--- src/hw/rtl/tlg_pkg.sv ---
// Package for toroidal_life_generation: opcodes, register indexes, states, widths.
`default_nettype none

package tlg_pkg;

	typedef enum logic [1:0] {
		OP_WRITE   = 2'd0,
		OP_ADVANCE = 2'd1,
		OP_READ    = 2'd2,
		OP_NOP     = 2'd3
	} op_t;

	localparam logic REG_ROWS_USED = 1'b0;
	localparam logic REG_COLS_USED = 1'b1;

	localparam int ROWS_USED_W = 6;
	localparam int COLS_USED_W = 7;
	localparam int ROW_W       = 5;
	localparam int COL_W       = 6;

	localparam logic [ROWS_USED_W-1:0] ROWS_RESET = 6'd30;
	localparam logic [COLS_USED_W-1:0] COLS_RESET = 7'd50;

	typedef enum logic [7:0] {
		S_CLEAR = 8'b0000_0001,
		S_IDLE  = 8'b0000_0010,
		S_ACC   = 8'b0000_0100,
		S_GRD0  = 8'b0000_1000,
		S_GRD1  = 8'b0001_0000,
		S_GRDN  = 8'b0010_0000,
		S_GCELL = 8'b0100_0000,
		S_GWR   = 8'b1000_0000
	} state_t;

endpackage

`default_nettype wire

--- src/hw/rtl/tlg_grid_mem.sv ---
// Row-organized grid memory: one write port, one read port, registered read data.
`default_nettype none

module tlg_grid_mem #(
	parameter int DEPTH = 32,
	parameter int WIDTH = 64
) (
	input  logic                                  clk,
	input  logic                                  we,
	input  logic [(DEPTH > 1 ? $clog2(DEPTH) : 1)-1:0] waddr,
	input  logic [WIDTH-1:0]                      wdata,
	input  logic [(DEPTH > 1 ? $clog2(DEPTH) : 1)-1:0] raddr,
	output logic [WIDTH-1:0]                      rdata
);

	logic [WIDTH-1:0] mem [DEPTH];
	logic [WIDTH-1:0] rdata_q;

	always_ff @(posedge clk) begin
		if (we) begin
			mem[waddr] <= wdata;
		end
		rdata_q <= mem[raddr];
	end

	assign rdata = rdata_q;

endmodule

`default_nettype wire

--- src/hw/rtl/tlg_life_rule.sv ---
// Shared neighbor-count unit: next state of one cell from three buffered rows.
`default_nettype none

module tlg_life_rule #(
	parameter int MAX_COLS = 64
) (
	input  logic [MAX_COLS-1:0]                            row_up,
	input  logic [MAX_COLS-1:0]                            row_mid,
	input  logic [MAX_COLS-1:0]                            row_dn,
	input  logic [(MAX_COLS > 1 ? $clog2(MAX_COLS) : 1)-1:0] col,
	input  logic [$clog2(MAX_COLS + 1)-1:0]                ncols,
	output logic                                           next_alive
);

	localparam int CW  = (MAX_COLS > 1) ? $clog2(MAX_COLS) : 1;
	localparam int CCW = $clog2(MAX_COLS + 1);

	logic [CW-1:0] lf;
	logic [CW-1:0] rt;
	logic [3:0]    n;

	always_comb begin
		lf = (col == '0) ? CW'(ncols - CCW'(1)) : col - CW'(1);
		rt = (int'(col) + 1 == int'(ncols)) ? '0 : col + CW'(1);
		n  = 4'(row_up[lf]) + 4'(row_up[col]) + 4'(row_up[rt])
		   + 4'(row_mid[lf]) + 4'(row_mid[rt])
		   + 4'(row_dn[lf]) + 4'(row_dn[col]) + 4'(row_dn[rt]);
		next_alive = (n == 4'd3) || ((n == 4'd2) && row_mid[col]);
	end

endmodule

`default_nettype wire

--- src/hw/rtl/toroidal_life_generation.sv ---
// Top level of toroidal_life_generation: sequencer, config registers, result word.
//
// Command channel: a word (op, row, col, alive) is taken at a rising edge with
// start high and busy low. Ops: write cell, advance one generation, read cell.
// Result channel: done is high for exactly one cycle with cell_alive and
// out_of_range; the receiver cannot stall it, one result per command.
// Config: cfg_we writes cfg_data into rows_used (index 0) or cols_used
// (index 1) at once; write only while busy is low and no result is pending.
// Sequence from the accepting edge to done:
//   out-of-range access or unused op: done in the next cycle, busy stays low.
//   in-range read or write: one row read and, for a write only, one row write.
//   advance: two row loads up front, then per row (R rows, R and C the clamped
//   used size) one load, C cells through the single neighbor-count unit and
//   one write-back, then the result.
// Reset: the grid is cleared one row per cycle, all MAX_ROWS rows, with busy
// high; rows_used and cols_used return to 30 and 50.
`default_nettype none

module toroidal_life_generation #(
	parameter int MAX_ROWS = 32,
	parameter int MAX_COLS = 64
) (
	input  logic                            clk,
	input  logic                            arst_n,
	input  logic                            start,
	output logic                            busy,
	input  logic [1:0]                      op,
	input  logic [tlg_pkg::ROW_W-1:0]       row,
	input  logic [tlg_pkg::COL_W-1:0]       col,
	input  logic                            alive,
	output logic                            done,
	output logic                            cell_alive,
	output logic                            out_of_range,
	input  logic                            cfg_we,
	input  logic                            cfg_index,
	input  logic [tlg_pkg::COLS_USED_W-1:0] cfg_data
);

	import tlg_pkg::*;

	localparam int RW  = (MAX_ROWS > 1) ? $clog2(MAX_ROWS) : 1;
	localparam int CW  = (MAX_COLS > 1) ? $clog2(MAX_COLS) : 1;
	localparam int RCW = $clog2(MAX_ROWS + 1);
	localparam int CCW = $clog2(MAX_COLS + 1);

	state_t                  state_q;
	logic [ROWS_USED_W-1:0]  rows_used_q;
	logic [COLS_USED_W-1:0]  cols_used_q;
	op_t                     op_q;
	logic [RW-1:0]           row_q;
	logic [CW-1:0]           col_q;
	logic                    alive_q;
	logic [RW-1:0]           i_q;
	logic [CW-1:0]           j_q;
	logic [RW-1:0]           clr_q;
	logic [MAX_COLS-1:0]     prev_q;
	logic [MAX_COLS-1:0]     cur_q;
	logic [MAX_COLS-1:0]     next_q;
	logic [MAX_COLS-1:0]     first_q;
	logic [MAX_COLS-1:0]     new_q;
	logic                    done_q;
	logic                    cell_alive_q;
	logic                    oor_q;

	logic [RCW-1:0]          nr;
	logic [CCW-1:0]          nc;
	logic                    in_range;
	logic [RW-1:0]           dn_i;
	logic [RW-1:0]           dn_nxt;
	logic                    last_row;
	logic                    last_col;
	logic                    rule_bit;

	logic                    mem_we;
	logic [RW-1:0]           mem_waddr;
	logic [MAX_COLS-1:0]     mem_wdata;
	logic [RW-1:0]           mem_raddr;
	logic [MAX_COLS-1:0]     rd_data;

	// clamp used size to 1..MAX
	always_comb begin
		if (int'(rows_used_q) > MAX_ROWS) begin
			nr = RCW'(MAX_ROWS);
		end else if (rows_used_q == '0) begin
			nr = RCW'(1);
		end else begin
			nr = RCW'(rows_used_q);
		end
		if (int'(cols_used_q) > MAX_COLS) begin
			nc = CCW'(MAX_COLS);
		end else if (cols_used_q == '0) begin
			nc = CCW'(1);
		end else begin
			nc = CCW'(cols_used_q);
		end
	end

	assign in_range = (int'(row) < int'(nr)) && (int'(col) < int'(nc));
	assign dn_i     = (int'(i_q) + 1 == int'(nr)) ? '0 : i_q + RW'(1);
	assign dn_nxt   = (int'(i_q) + 2 == int'(nr)) ? '0 : RW'(int'(i_q) + 2);
	assign last_row = (int'(i_q) + 1 == int'(nr));
	assign last_col = (int'(j_q) + 1 == int'(nc));
	assign busy     = (state_q != S_IDLE);

	always_comb begin
		mem_we    = 1'b0;
		mem_waddr = row_q;
		mem_wdata = rd_data;
		mem_raddr = row_q;
		unique case (state_q)
			S_CLEAR: begin
				mem_we    = 1'b1;
				mem_waddr = clr_q;
				mem_wdata = '0;
			end
			S_IDLE: begin
				if (op_t'(op) == OP_ADVANCE) begin
					mem_raddr = RW'(nr - RCW'(1));
				end else begin
					mem_raddr = RW'(row);
				end
			end
			S_ACC: begin
				mem_we           = (op_q == OP_WRITE);
				mem_wdata[col_q] = alive_q;
			end
			S_GRD0: begin
				mem_raddr = '0;
			end
			S_GRD1: begin
				mem_raddr = dn_i;
			end
			S_GWR: begin
				mem_we    = 1'b1;
				mem_waddr = i_q;
				mem_wdata = new_q;
				mem_raddr = dn_nxt;
			end
			default: begin
			end
		endcase
	end

	tlg_grid_mem #(
		.DEPTH(MAX_ROWS),
		.WIDTH(MAX_COLS)
	) u_grid_mem (
		.clk   (clk),
		.we    (mem_we),
		.waddr (mem_waddr),
		.wdata (mem_wdata),
		.raddr (mem_raddr),
		.rdata (rd_data)
	);

	tlg_life_rule #(
		.MAX_COLS(MAX_COLS)
	) u_life_rule (
		.row_up     (prev_q),
		.row_mid    (cur_q),
		.row_dn     (next_q),
		.col        (j_q),
		.ncols      (nc),
		.next_alive (rule_bit)
	);

	always_ff @(posedge clk or negedge arst_n) begin
		if (!arst_n) begin
			state_q      <= S_CLEAR;
			rows_used_q  <= ROWS_RESET;
			cols_used_q  <= COLS_RESET;
			op_q         <= OP_NOP;
			row_q        <= '0;
			col_q        <= '0;
			alive_q      <= 1'b0;
			i_q          <= '0;
			j_q          <= '0;
			clr_q        <= '0;
			prev_q       <= '0;
			cur_q        <= '0;
			next_q       <= '0;
			first_q      <= '0;
			new_q        <= '0;
			done_q       <= 1'b0;
			cell_alive_q <= 1'b0;
			oor_q        <= 1'b0;
		end else begin
			if (cfg_we) begin
				unique case (cfg_index)
					REG_ROWS_USED: rows_used_q <= cfg_data[ROWS_USED_W-1:0];
					REG_COLS_USED: cols_used_q <= cfg_data;
				endcase
			end
			done_q       <= 1'b0;
			cell_alive_q <= 1'b0;
			oor_q        <= 1'b0;
			unique case (state_q)
				S_CLEAR: begin
					clr_q <= clr_q + RW'(1);
					if (int'(clr_q) == MAX_ROWS - 1) begin
						state_q <= S_IDLE;
					end
				end
				S_IDLE: begin
					if (start) begin
						op_q    <= op_t'(op);
						row_q   <= RW'(row);
						col_q   <= CW'(col);
						alive_q <= alive;
						priority if (op_t'(op) == OP_ADVANCE) begin
							state_q <= S_GRD0;
						end else if (op_t'(op) == OP_NOP) begin
							done_q <= 1'b1;
						end else if (in_range) begin
							state_q <= S_ACC;
						end else begin
							done_q <= 1'b1;
							oor_q  <= 1'b1;
						end
					end
				end
				S_ACC: begin
					done_q       <= 1'b1;
					cell_alive_q <= (op_q == OP_READ) && rd_data[col_q];
					state_q      <= S_IDLE;
				end
				S_GRD0: begin
					prev_q  <= rd_data;
					i_q     <= '0;
					state_q <= S_GRD1;
				end
				S_GRD1: begin
					cur_q   <= rd_data;
					first_q <= rd_data;
					state_q <= S_GRDN;
				end
				S_GRDN: begin
					// row 0 is already rewritten when the bottom row wraps to it
					next_q  <= (dn_i == '0) ? first_q : rd_data;
					new_q   <= cur_q;
					j_q     <= '0;
					state_q <= S_GCELL;
				end
				S_GCELL: begin
					new_q[j_q] <= rule_bit;
					j_q        <= j_q + CW'(1);
					if (last_col) begin
						state_q <= S_GWR;
					end
				end
				S_GWR: begin
					if (last_row) begin
						done_q  <= 1'b1;
						state_q <= S_IDLE;
					end else begin
						prev_q  <= cur_q;
						cur_q   <= next_q;
						i_q     <= i_q + RW'(1);
						state_q <= S_GRDN;
					end
				end
				default: begin
					state_q <= S_IDLE;
				end
			endcase
		end
	end

	assign done         = done_q;
	assign cell_alive   = cell_alive_q;
	assign out_of_range = oor_q;

endmodule

`default_nettype wire

--- config.mk ---
export PLATFORM = sky130hd
export DESIGN_NAME = toroidal_life_generation
export DESIGN_NICKNAME = d
export VERILOG_FILES = /design/src/hw/rtl/tlg_pkg.sv /design/src/hw/rtl/tlg_grid_mem.sv /design/src/hw/rtl/tlg_life_rule.sv /design/src/hw/rtl/toroidal_life_generation.sv
export SDC_FILE = /design/constraint.sdc
export NUM_CORES = 2
export LEC_CHECK = 0
export BUFFER_PORTS_ARGS = -buffer_cell sky130_fd_sc_hd__buf_4
export CAP_MARGIN = 20
export CORE_ASPECT_RATIO = 0.5
export CORE_MARGIN = 5
export CORE_UTILIZATION = 50
export DETAILED_ROUTE_END_ITERATION = 8
export HOLD_SLACK_MARGIN = 0.03
export PLACE_DENSITY = 0.67
export SYNTH_ARGS = -nofsm -noshare
export SYNTH_HDL_FRONTEND = slang
export SYNTH_SLANG_ARGS = --single-unit
--- constraint.sdc ---
create_clock -name clk -period 7.8 [get_ports clk]
set_input_delay 0 -clock clk [delete_from_list [all_inputs] [get_ports clk]]
set_output_delay 0 -clock clk [all_outputs]
set_load 0.005 [all_outputs]
==> Word level (Yosys, flattened, before mapping) <==
Memories as Yosys holds them, arrays and structs flattened. A register that Yosys moved wholly into a read port is not among the register bits.
Index checks and enable logic that the tools add are counted.
{ "totals": {"ff_bits": 374, "latch_bits": 0, "mem_bits_rw": 2048, "rom_bits": 0, "inputBits": 26, "output_inout_bits": 4, "wordCells": 160, "mem_count": 1} }
{ "op_classes": {"addsub": 16, "n_mul": 0, "div": 0, "order_cmp": 10, "n_eq_ne": 24, "shifts": 0, "muxes": 69, "bitwise_logic": 1, "n_reduce_logical": 21} }
{ "mem_list": {"columns": ["name", "depth", "width", "rd", "rd_ports_with_merged_regs", "wr", "line_no", "source"], "rows": [
  ["u_grid_mem.mem", 32, 64, 1, 1, 1, "tlg_grid_mem.sv:16", "logic [WIDTH-1:0] mem [DEPTH];"]
]} }
{ "ops": {"columns": ["operator", "n"], "rows": [
  ["case mux 64 bit (2 select lines)", 3],
  ["two-way mux 64 bit", 3],
  ["case mux 64 bit (3 select lines)", 1],
  ["bitwise mux 64 bit", 2],
  ["binary-select mux 1 bit (select 6 bit)", 10],
  ["case mux 8 bit (7 select lines)", 1],
  ["two-way mux 8 bit", 6],
  ["two-way mux 6 bit", 5],
  ["< comparator 6 x 7 -> 1 bit (second input constant)", 4],
  ["adder 4 x 1 -> 4 bit", 6],
  ["two-way mux 1 bit", 24],
  ["two-way mux 5 bit", 4],
  ["case mux 5 bit (2 select lines)", 2],
  ["case mux 5 bit (4 select lines)", 1],
  ["two-way mux 7 bit", 2],
  ["demux 1 bit (select 6 bit)", 2],
  ["equality test 6 bit", 2],
  ["greater-or-equal comparator 6 x 1 -> 1 bit (second input constant)", 2],
  ["zero test 6 bit", 2],
  ["case mux 6 bit (2 select lines)", 1],
  ["subtractor 6 x 1 -> 6 bit (second input constant)", 2],
  ["adder 5 x 1 -> 5 bit (second input constant)", 2],
  ["AND reduction 2 bit", 5],
  ["equality test 4 x 2 -> 1 bit (second input constant)", 2],
  ["36 further kinds", 47]
]} }

==> Depth between registers and ports, before layout <==
{ "logic_depth": {"word_depth": 19, "ltp_mapped": 34, "ltp_nobuf": 26} }

==> By module <==
Synthesis repeated with hierarchy kept, for this count alone.
{ "hier_totals": {"hier_cells": 5880, "hier_area_um2": 105218.4} }
{ "modules_own_cells": {"columns": ["mod", "instances", "cells_per_inst", "area_each_um2", "seq_area_each_um2"], "rows": [
  ["tlg_grid_mem", 1, 3096, 78964.5, 62780.2],
  ["toroidal_life_generation", 1, 2241, 20504.7, 9371.5],
  ["tlg_life_rule", 1, 543, 5749.3, 0.0]
]} }

==> Least setup slack after synthesis <==
No wires, ideal clock.
{ "synth_path": {"path_type": "register to register", "from": "register j_q[0]", "to": "register new_q[10]", "setup_ns": 0.082, "arrival_time_ns": 7.893, "required_time_ns": 7.718, "slack_ns": -0.175, "path_stages_with_launch": 33, "n_path_buf": 10, "period_less_slack_ns": 7.975, "cell_sequence": "dfrtp_1 clkbuf_1 inv_1 clkbuf_1 buf_1 clkbuf_1 ha_1 nor4b_1 nor2b_1 buf_2 nand2_1 o21ai_1 inv_1 buf_1 ha_1 clkbuf_1 clkbuf_1 mux4_2 mux4_2 mux2i_1 o21ai_0 ha_1 inv_1 fa_1 fa_1 inv_1 fa_1 inv_1 fa_1 or3_1 clkbuf_1 clkbuf_1 a31oi_1"} }
{ "synth_via": {"elab_chain_cells": 16, "elab_cells_between_ends": 43, "cone_classes": "10 x add/sub; 2 x order compare; 3 x eq/ne; 24 x mux; 4 x reduce/logical"} }
{ "synth_lines": {"columns": ["element", "line_no", "source"], "rows": [
  ["start: declaration", "toroidal_life_generation.sv:54", "logic [CW-1:0] j_q;"],
  ["start signal: assignment", "toroidal_life_generation.sv:246", "j_q <= j_q + CW'(1);"],
  ["adder 6 x 1 -> 7 bit (tied with other cells)", "tlg_life_rule.sv:24", "rt = (int'(col) + 1 == int'(ncols)) ? '0 : col + CW'(1);"],
  ["equality test 7 bit or two-way mux 6 bit (tied branches)", "tlg_life_rule.sv:24, tlg_life_rule.sv:23", null],
  ["two-way mux 6 bit or binary-select mux 1 bit (select 6 bit) (tied branches)", "tlg_life_rule.sv:24, tlg_life_rule.sv:25", null],
  ["binary-select mux 1 bit (select 6 bit) or two-way mux 1 bit (tied branches)", "tlg_life_rule.sv:25", "n = 4'(row_up[lf]) + 4'(row_up[col]) + 4'(row_up[rt])"],
  ["two-way mux 1 bit (not written as such) or adder 1 x 1 -> 2 bit (tied branches)", "tlg_life_rule.sv:25", null],
  ["adder 4 x 1 -> 4 bit", "tlg_life_rule.sv:25", null],
  ["adder 4 x 1 -> 4 bit (2 in a row)", "tlg_life_rule.sv:26", "+ 4'(row_mid[lf]) + 4'(row_mid[rt])"],
  ["adder 4 x 1 -> 4 bit (3 in a row)", "tlg_life_rule.sv:27", "+ 4'(row_dn[lf]) + 4'(row_dn[col]) + 4'(row_dn[rt]);"],
  ["equality test 4 x 2 -> 1 bit", "tlg_life_rule.sv:28", "next_alive = (n == 4'd3) || ((n == 4'd2) && row_mid[col]);"],
  ["logical AND 1 bit", "tlg_life_rule.sv:28", null],
  ["logical OR 1 bit", "tlg_life_rule.sv:28", null],
  ["bitwise mux 64 bit (*)", "toroidal_life_generation.sv:245", "new_q[j_q] <= rule_bit;"],
  ["case mux 64 bit (2 select lines) (*)", "toroidal_life_generation.sv:197", "unique case (state_q)"],
  ["end signal: assignment", "toroidal_life_generation.sv:240", "new_q <= cur_q;"],
  ["end signal: indexed assignment", "toroidal_life_generation.sv:245", null],
  ["end: declaration", "toroidal_life_generation.sv:60", "logic [MAX_COLS-1:0] new_q;"]
]} }
Every way passes the cells marked *; elsewhere a longest branch is shown, timed or not. The select of a mux whose other input is x is not followed.
A chain may end at the register's enable or synchronous reset.

==> Final worst setup path <==
{ "layout_path": {"from": "register j_q[1]", "to": "register new_q[58]"} }
The elaborated chain is that of the path after synthesis.

==> run_results.csv <==
group,metric,value,unit
synthesis,synth-edff-count,2048,
place,post-dp-hpwl,203000,um
drt,post_drt_wl_per_cell,30.7,um
global_route,track_usage,30.5,%
layout,fillCellCount,17100,
synthesis,synthCells,8567,
critical_path,reg2reg_to,"new_q[58]",
clocking,h-tree-depth,4,
sta,setup_viol,0,
die,start_util,50.3,%
critical_path,worstSetupEndpointType,"flop",
synthesis,syn_nets,8617,
outcome,status,"finished, final reports clean",
die,die_width,666,um
drt,first_pass_iters,6,
synthesis,async_flop_share,15.0,%
place,dpl.cell_count,11000,
place,place_ws,0.733,ns
critical_path,arrival,7.98,ns
clocking,cts_hold_buf,54,
die,dieArea,225000,um^2
clocking,clock-sinks,2486,
sta,fin_worst_skew,0.0678,ns
layout,final_cells,11500,
drt,wl,354000,um
clocking,clk_latency,0.88,ns
worst_hold_path,hold_class,"input pin to flop",
synthesis,synth_top_flop_cell,"edfxtp_1",
clocking,cts_resized,0,
critical_path,r2r_start,"j_q[1]",
die,die_y,338,um
synthesis,synth.cell_area,108000,um^2
power,p_leak,41.7,nW
synthesis,synth-warning-count,0,
die,rows,120,
layout,drive_gt1_share,9.81,%
drt,postRouteAntennaNets,0,
layout,postLayoutCoreUtil,56.0,%
layout,seq_area,72200,um^2
synthesis,seq_area_frac_synth,67.0,%
worst_hold_path,hold_end,"state_q[3]",
sta,worst_slew_pin_slew,1.24,ns
clocking,cts.path.max_buffers,4,
critical_path,required,8.55,ns
flow_run,drv_cap,0,
clocking,cts_root_buf,"clkbuf_16",
power,p_per_area,478,nW/um^2
worst_hold_path,min_delay_path_depth,4,
layout,nets,8518,
layout,design_area,120000,um^2
critical_path,crit_type,"flop to flop",
sta,rsz0062_at_grt,"no",
worst_hold_path,worstHoldStart,"op[1]",
synthesis,syn_area_per_cell,12.6,um^2
die,core_area,214000,um^2
sta,tns,0,ns
global_route,grt_max_degree,144,
drt,viasPerCell,6.69,
sta,fin_crit_sh,92.7,%
place,placed_cell_area,112000,um^2
layout,area_growth,11.5,%
sta,layout_setup_ws,0.566,ns
clocking,cts_tree,"done",
clocking,numCtsBuffers,215,
critical_path,critPathMaxFanout,64,
synthesis,synth_cell_types,88,
sta,min_period,7.23,ns
critical_path,r2r_slack,0.57,ns
global_route,grt_pass1_wl,503000,um
critical_path,start_kind,"flop",
drt,drtIter0Drc,12600,
drt,drc_errors,0,
synthesis,ys_seq_elements,2486,
place,gp_congestion,0.957,
layout,final_common_cell,"edfxtp_1",
global_route,grt_pass1_vias,70300,
die,ios,30,
sta,hold_viol,0,
clocking,clkTransAtPathRegs,0.07,ns
sta,max_slew_margin,17.6,%
critical_path,rr_worst_depth,24,
global_route,grt-ovfl-total,0,
power,peakVddDrop,1.76,mV
sta,timing.fmax,0.138,GHz
layout,final_cell_mix,"2048 x edfxtp_1, 1460 x nand2_1, 468 x nand3_1",
global_route,antenna_found_initial,8,
layout,multiInputGateArea,33200,um^2
clocking,postCtsSetupBuffers,0,
drt,vias,77000,
sta,slew_viol_final,0,
place,io_buffers,29,
-- worst max path at each step --
stage                           end  slack [ns]  cells past startpoint   start
after CTS                 new_q[33]        0.70                     24  j_q[1]
after detailed placement  new_q[62]        0.73                     24  j_q[1]
after global placement    new_q[62]        0.68                     26  j_q[1]
after floorplan           new_q[10]       0.007                     31  j_q[0]
final                     new_q[58]        0.57                     24  j_q[1]
after global routing      new_q[58]        0.23                     26  j_q[1]
-- worst max-delay path: stages, from the launching register on --
cell and delay (ns):
dfrtp_1 0.46, inv_2 0.15, ha_1 0.16, nor4b_1 0.43, nor2b_1 0.19, buf_4 0.19
mux2_2 0.37, ha_2 0.37, buf_12 0.23, mux4_2 0.32, mux4_2 0.51, mux2_2 0.28
nand2_1 0.06, o21ai_0 0.08, ha_1 0.30, inv_1 0.07, fa_1 0.42, fa_1 0.50
inv_1 0.05, fa_1 0.38, inv_1 0.09, fa_1 0.38, or3_2 0.51, buf_12 0.19
a31oi_1 0.27
-- layer usage --
metal | GRT usage [%] | share of wire (%) | vias up
met4 | 8.67 | 3.1 | 4
met1 | 45.9 | 41 | 38700
li1 | - | - | 32300
met2 | 43.1 | 41 | 5337
met5 | 0.463 | 0.0085 | -
met3 | 8.78 | 15 | 722
-- sequential cells by signal, summed over array words and instances, names as in the netlist, 2 cells and up --
signal,count
rows_used_q,6
cols_used_q,7
col_q,6
clr_q,5
prev_q,64
j_q,6
new_q,64
u_grid_mem.mem,2048
row_q,5
state_q,8
next_q,64
u_grid_mem.rdata,64
first_q,64
i_q,5
op_q,2
cur_q,64
-- synthesized netlist by cell type (all sizes together), types with 64 or more instances --
master   number  share of area (%)
nand4       136               0.79
o2111ai      64               0.52
o22ai        94               0.55
clkbuf      470                1.6
a21o        191                1.3
o21ai       340                1.6
nor2        365                1.3
mux4         87                1.8
buf         201               0.88
a22oi        91               0.64
a221o        69               0.64
nand2      1466                5.1
o221ai       68               0.55
dfxtp        64                1.2
nand3       469                2.2
nor2b       263                1.5
edfxtp     2048                 57
a31oi       279                1.6
dfrtp       364                8.5
mux2i       339                3.2
a21oi       330                1.5
a211oi      392                2.7
-- power by group --
| group | total (mW) | internal [mW] | switching [mW] |
|---|---|---|---|
| combinational | 26.9 | 8.40 | 18.5 |
| clock | 10.8 | 5.95 | 4.89 |
| sequential | 19.6 | 17.2 | 2.43 |
| total | 57.4 | 31.5 | 25.8 |
-- metrics by stage --
| step | total power [mW] | hold slack (ns) |
|---|---|---|
| 6_report | 57.4 | 0.187 |
| 4_1_cts | 56.3 | 0.116 |
| 3_5_place_dp | 45.6 | 0.131 |
| 5_1_grt | 59.5 | 0.181 |
| 2_1_floorplan | 35.4 | -0.296 |
| 3_3_place_gp | 45.2 | 0.124 |
-- cell type report --
class | count | share of cell area [%]
flip-flops and latches | 2486 | 60.1
multi-input cells | 5386 | 27.7
clock buffers | 293 | 4.97
repair buffers | 355 | 3.35
well taps | 2867 | 2.99
clock inverters | 97 | 0.822
inverters | 24 | 0.0751
diodes | 3 | 0.00626
-- cells by family after synthesis --
family | Yosys count | share of synthesized area [%]
simple gates | 2858 | 11.9
compound gates | 2017 | 12.5
flops | 2486 | 67.0
xor+xnor | 24 | 0.248
mux | 463 | 5.36
fa+ha+maj | 24 | 0.307
buf+inv | 695 | 2.60
Note: power is estimated with default switching activity, not from simulation.
